**config.mk**
```make
export PLATFORM = sky130hd
export DESIGN_NAME = npsc_dist_unit
export DESIGN_NICKNAME = d
export VERILOG_FILES = /design/src/rtl/core/npsc_pkg.sv /design/src/rtl/core/npsc_dist_unit.sv
export SDC_FILE = /design/constraint.sdc
export NUM_CORES = 2
export LEC_CHECK = 0
export ABC_AREA = 1
export ABC_CLOCK_PERIOD_IN_PS = 5800
export BUFFER_PORTS_ARGS = -buffer_cell sky130_fd_sc_hd__buf_4
export CAP_MARGIN = 40
export CORE_MARGIN = 2
export CORE_UTILIZATION = 57
export CTS_CLUSTER_DIAMETER = 100
export DETAILED_ROUTE_END_ITERATION = 12
export GPL_TIMING_DRIVEN = 0
export PLACE_DENSITY = 0.78
export SETUP_SLACK_MARGIN = 0.02
export SYNTH_ARGS = -nofsm -noshare
export SYNTH_HDL_FRONTEND = slang
export SYNTH_SLANG_ARGS = --single-unit
```
**constraint.sdc**
```tcl
create_clock -name clk -period 5.8 [get_ports clk]
set_clock_uncertainty 0.1 [all_clocks]
set_input_delay 1.16 -clock clk [delete_from_list [all_inputs] [get_ports clk]]
set_output_delay 1.16 -clock clk [all_outputs]
set_load 0.01 [all_outputs]
```
**src/rtl/core/npsc_pkg.sv**
```systemverilog
// types and constants shared by the nearest point search core
package npsc_pkg;

  localparam int unsigned CoordW  = 16;
  localparam int unsigned DiffW   = CoordW + 1;
  localparam int unsigned SqW     = 2 * CoordW;
  localparam int unsigned DistW   = SqW + 1;
  localparam int unsigned OutIdxW = 10;

  typedef enum logic [1:0] {
    CMD_CLEAR  = 2'd0,
    CMD_INSERT = 2'd1,
    CMD_QUERY  = 2'd2
  } cmd_t;

  typedef enum logic [1:0] {
    ST_OK    = 2'd0,
    ST_EMPTY = 2'd1,
    ST_FULL  = 2'd2
  } status_t;

  typedef enum logic [1:0] {
    S_IDLE,
    S_SCAN,
    S_DRAIN
  } state_t;

  typedef struct packed {
    logic signed [CoordW-1:0] y;
    logic signed [CoordW-1:0] x;
  } point_t;

endpackage

```
**src/rtl/core/npsc_dist_unit.sv**
```systemverilog
// shared squared distance unit: subtract, square, add over three stages
module npsc_dist_unit
  import npsc_pkg::*;
#(
  parameter int unsigned IDX_W = 10
) (
  input  logic             clk,
  input  logic             rst,
  input  logic             in_valid,
  input  point_t           in_pt,
  input  logic [IDX_W-1:0] in_idx,
  input  point_t           query,
  output logic             out_valid,
  output point_t           out_pt,
  output logic [IDX_W-1:0] out_idx,
  output logic [DistW-1:0] out_dist,
  output logic             busy
);

  logic                    valid_a;
  logic signed [DiffW-1:0] dx;
  logic signed [DiffW-1:0] dy;
  point_t                  pt_a;
  logic [IDX_W-1:0]        idx_a;

  logic                    valid_b;
  logic [SqW-1:0]          sqx;
  logic [SqW-1:0]          sqy;
  point_t                  pt_b;
  logic [IDX_W-1:0]        idx_b;

  logic signed [2*DiffW-1:0] prod_x;
  logic signed [2*DiffW-1:0] prod_y;

  assign prod_x = dx * dx;
  assign prod_y = dy * dy;

  always_ff @(posedge clk) begin
    if (rst) begin
      valid_a   <= 1'b0;
      valid_b   <= 1'b0;
      out_valid <= 1'b0;
    end else begin
      valid_a   <= in_valid;
      valid_b   <= valid_a;
      out_valid <= valid_b;
    end
  end

  always_ff @(posedge clk) begin
    dx       <= DiffW'($signed(in_pt.x)) - DiffW'($signed(query.x));
    dy       <= DiffW'($signed(in_pt.y)) - DiffW'($signed(query.y));
    pt_a     <= in_pt;
    idx_a    <= in_idx;
    // |d| < 2^16, so the square fits in the low 32 bits
    sqx      <= prod_x[SqW-1:0];
    sqy      <= prod_y[SqW-1:0];
    pt_b     <= pt_a;
    idx_b    <= idx_a;
    out_dist <= {1'b0, sqx} + {1'b0, sqy};
    out_pt   <= pt_b;
    out_idx  <= idx_b;
  end

  assign busy = valid_a | valid_b | out_valid;

endmodule

```
==> impl_metrics.csv <==
group,metric,value,unit
status,run_status,"finished, final reports clean",
die,core.rowCount,82,
die,ios,154,
sta,timing.hold.ws,223,ps
detailed_routing,drc,0,
global_routing,grt_pass1_wl,114,mm
layout,area_growth,14.7,%
critical_path,worst-setup-path-type,"reg -> reg",
layout,postLayoutCellArea,33200,um^2
detailed_routing,first_iter_violations,1596,
sta,final.min_clock_period,5640,ps
critical_path,crit_required,6190,ps
global_routing,grt_start_max_net_pins,18,
clock_tree,cts_tree,"yes",
critical_path,startpoint,"dx[4]$_DFF_P_",
sta,slew_violations,0,
clock_tree,clock_path_buffers,3,
detailed_routing,vias,22300,
detailed_routing,firstDrtPassIters,6,
worst_hold_path,hold_class,"reg -> reg",
logic_synthesis,synth_area_leader_cell,"fa_1",
placed_design,placed_area,30900,um^2
logic_synthesis,synth-seq-cells,258,
die,die_w,229,um
detailed_routing,vias_per_cell,5.09,
logic_synthesis,synth.area.top_cells,"fa_1 36%, dfxtp_1 18%, inv_1 13%",
clock_tree,insertion_delay,590,ps
global_routing,grt_pass1_vias,23400,
clock_tree,clkTransAtPathRegs,70,ps
global_routing,track_usage,27.1,%
logic_synthesis,netlist.area_leader.share,35.6,%
clock_tree,clock_sinks,258,
critical_path,path_max_fanout,10,
placed_design,finalWeightedCongestion,0.973,
global_routing,antenna_found_initial,0,
critical_path,startpoint_type,"flip-flop",
run,drv_cap,0,
layout,layout_common_cells,"991 x inv_1, 690 x nand2_1, 504 x fa_1",
placed_design,port_buffers,153,
logic_synthesis,yosysSeqAreaShare,17.8,%
layout,mostFrequentLayoutCell,"inv_1",
sta,slew_headroom,68.4,%
logic_synthesis,netlist_instances,3484,
logic_synthesis,synth.cell_area,28900,um^2
sta,min_period_over_period,97.2,%
clock_tree,cts_htree_levels,1,
sta,max_freq,177,MHz
detailed_routing,drt-wirelength-per-cell,15.9,um
sta,tightest_slew,470,ps
die,die_height,229,um
sta,rsz0062_at_grt,"true",
clock_tree,clock-root-buffer,"clkbuf_16",
detailed_routing,routed_wl,69.5,mm
placed_design,dp_hpwl,58.0,mm
die,dieArea,52600,um^2
critical_path,end_kind,"flip-flop",
layout,num_antenna_cells,0,
logic_synthesis,yosysWarnings,0,
layout,nFillCells,4073,
die,coreArea,50200,um^2
sta,setup_viol,0,
layout,fin_nets,4500,
clock_tree,cts_made_buffers,28,
die,start_util,57.7,%
logic_synthesis,synth.avg_cell_area,8.31,um^2
sta,hold_viol,0,
logic_synthesis,synth.net_count,4303,
critical_path,rr_startpoint,"dx[4]$_DFF_P_",
detailed_routing,postRouteAntennaNets,0,
worst_hold_path,worstHoldStart,"pt_a[14]$_DFF_P_",
critical_path,arrival,6020,ps
logic_synthesis,synthDistinctLibCells,43,
layout,drive_gt1_share,12.2,%
global_routing,overflow,0,
-- cells by family (layout without fill, tap and decap cells) --
group	count (synthesis)	after routing	share of synthesized area, %
simple gates	1069	1069	15.1
compound gates	240	240	4.63
xor+xnor	102	102	3.09
fa+ha+maj	742	742	45.4
buf+inv	1073	1292	13.9
flops	258	258	17.8
-- final timing paths --
check / end / slack (ps) / cells past startpoint
setup / recovery: sqx[31]$_DFF_P_ / 160 / 23
hold / removal: pt_b[14]$_DFF_P_ / 220 / 0
setup reg to reg: sqx[31]$_DFF_P_ / 160 / 23
hold reg to reg: pt_b[14]$_DFF_P_ / 220 / 0
-- stage by stage --
step	instances	setup slack [ps]	TNS [ps]	utilization [%]
after floorplan	3484	118	0	-
after global placement	4309	-1160	-25460	61.7
after detailed placement	4309	-1240	-26920	61.7
after CTS	4359	20.1	0	64.9
after global routing	4375	-54.1	-105	66.2
final	4375	163	0	66.2
-- layout make-up --
| class | count | area, um^2 | area share (%) |
|---|---|---|---|
| clock inverters | 20 | 325 | 0.980 |
| flip-flops and latches | 258 | 5230 | 15.8 |
| clock buffers | 32 | 746 | 2.25 |
| well taps | 672 | 841 | 2.53 |
| multi-input cells | 2153 | 20300 | 61.1 |
| inverters | 1001 | 3770 | 11.3 |
| repair buffers | 180 | 1370 | 4.13 |
| plain buffers | 59 | 624 | 1.88 |
-- per-layer routing --
layer	track usage (%)	wire, um	vias to the layer above
li1	-	-	10600
met1	36.3	28700	10700
met2	45.4	33300	793
met3	4.35	5290	161
met4	8.69	2300	0
met5	0	0	-
-- synth_stat cells (all sizes together) --
master,number
nor3b,1
nand4,26
a31oi,2
xor2,84
clkbuf,66
o211ai,2
o21ai,72
buf,6
nor4,3
o21bai,14
a21o,6
nand3,110
nand2,713
and3,3
nor2,162
clkinv,2
o21a,7
nor3,28
ha,228
a31o,2
a21boi,8
inv,999
fa,514
dfxtp,258
nand2b,2
o31a,1
or2,11
a21oi,121
o31ai,5
nand3b,10
xnor2,18
-- worst max-delay path: stages, from the launching register on --
cell	delay (ps)
dfxtp_4	350
buf_8	140
buf_8	150
nand2_1	60
inv_1	60
fa_2	600
inv_4	70
fa_2	720
buf_6	140
fa_1	410
fa_1	530
fa_1	430
fa_1	500
inv_1	70
ha_4	300
nand2_1	110
nor2_4	160
nand2_2	80
nor3b_2	170
nand2_2	110
inv_2	80
nor2_4	50
nand3_1	70
nand2_1	50
-- sequential cells by signal, summed over array words and instances, names as in the netlist --
name and count:
out_valid 1, pt_b 32, sqy 31, pt_a 32, dx 17, out_pt 32, valid_a 1, sqx 31
dy 17, out_dist 33, idx_a 10, idx_b 10, out_idx 10, valid_b 1
-- repair_timing --
| item | CTS | global route |
|---|---|---|
| resized for setup | 176 | 215 |
| buffers inserted | 9 | 18 |
| pin swaps | 14 | 40 |
| setup endpoints to repair | 41 | 33 |
| hold buffers | 0 | 0 |
Power is not shown: default switching activity piles up to over one toggle a cycle in this logic, so the estimate is an artifact.
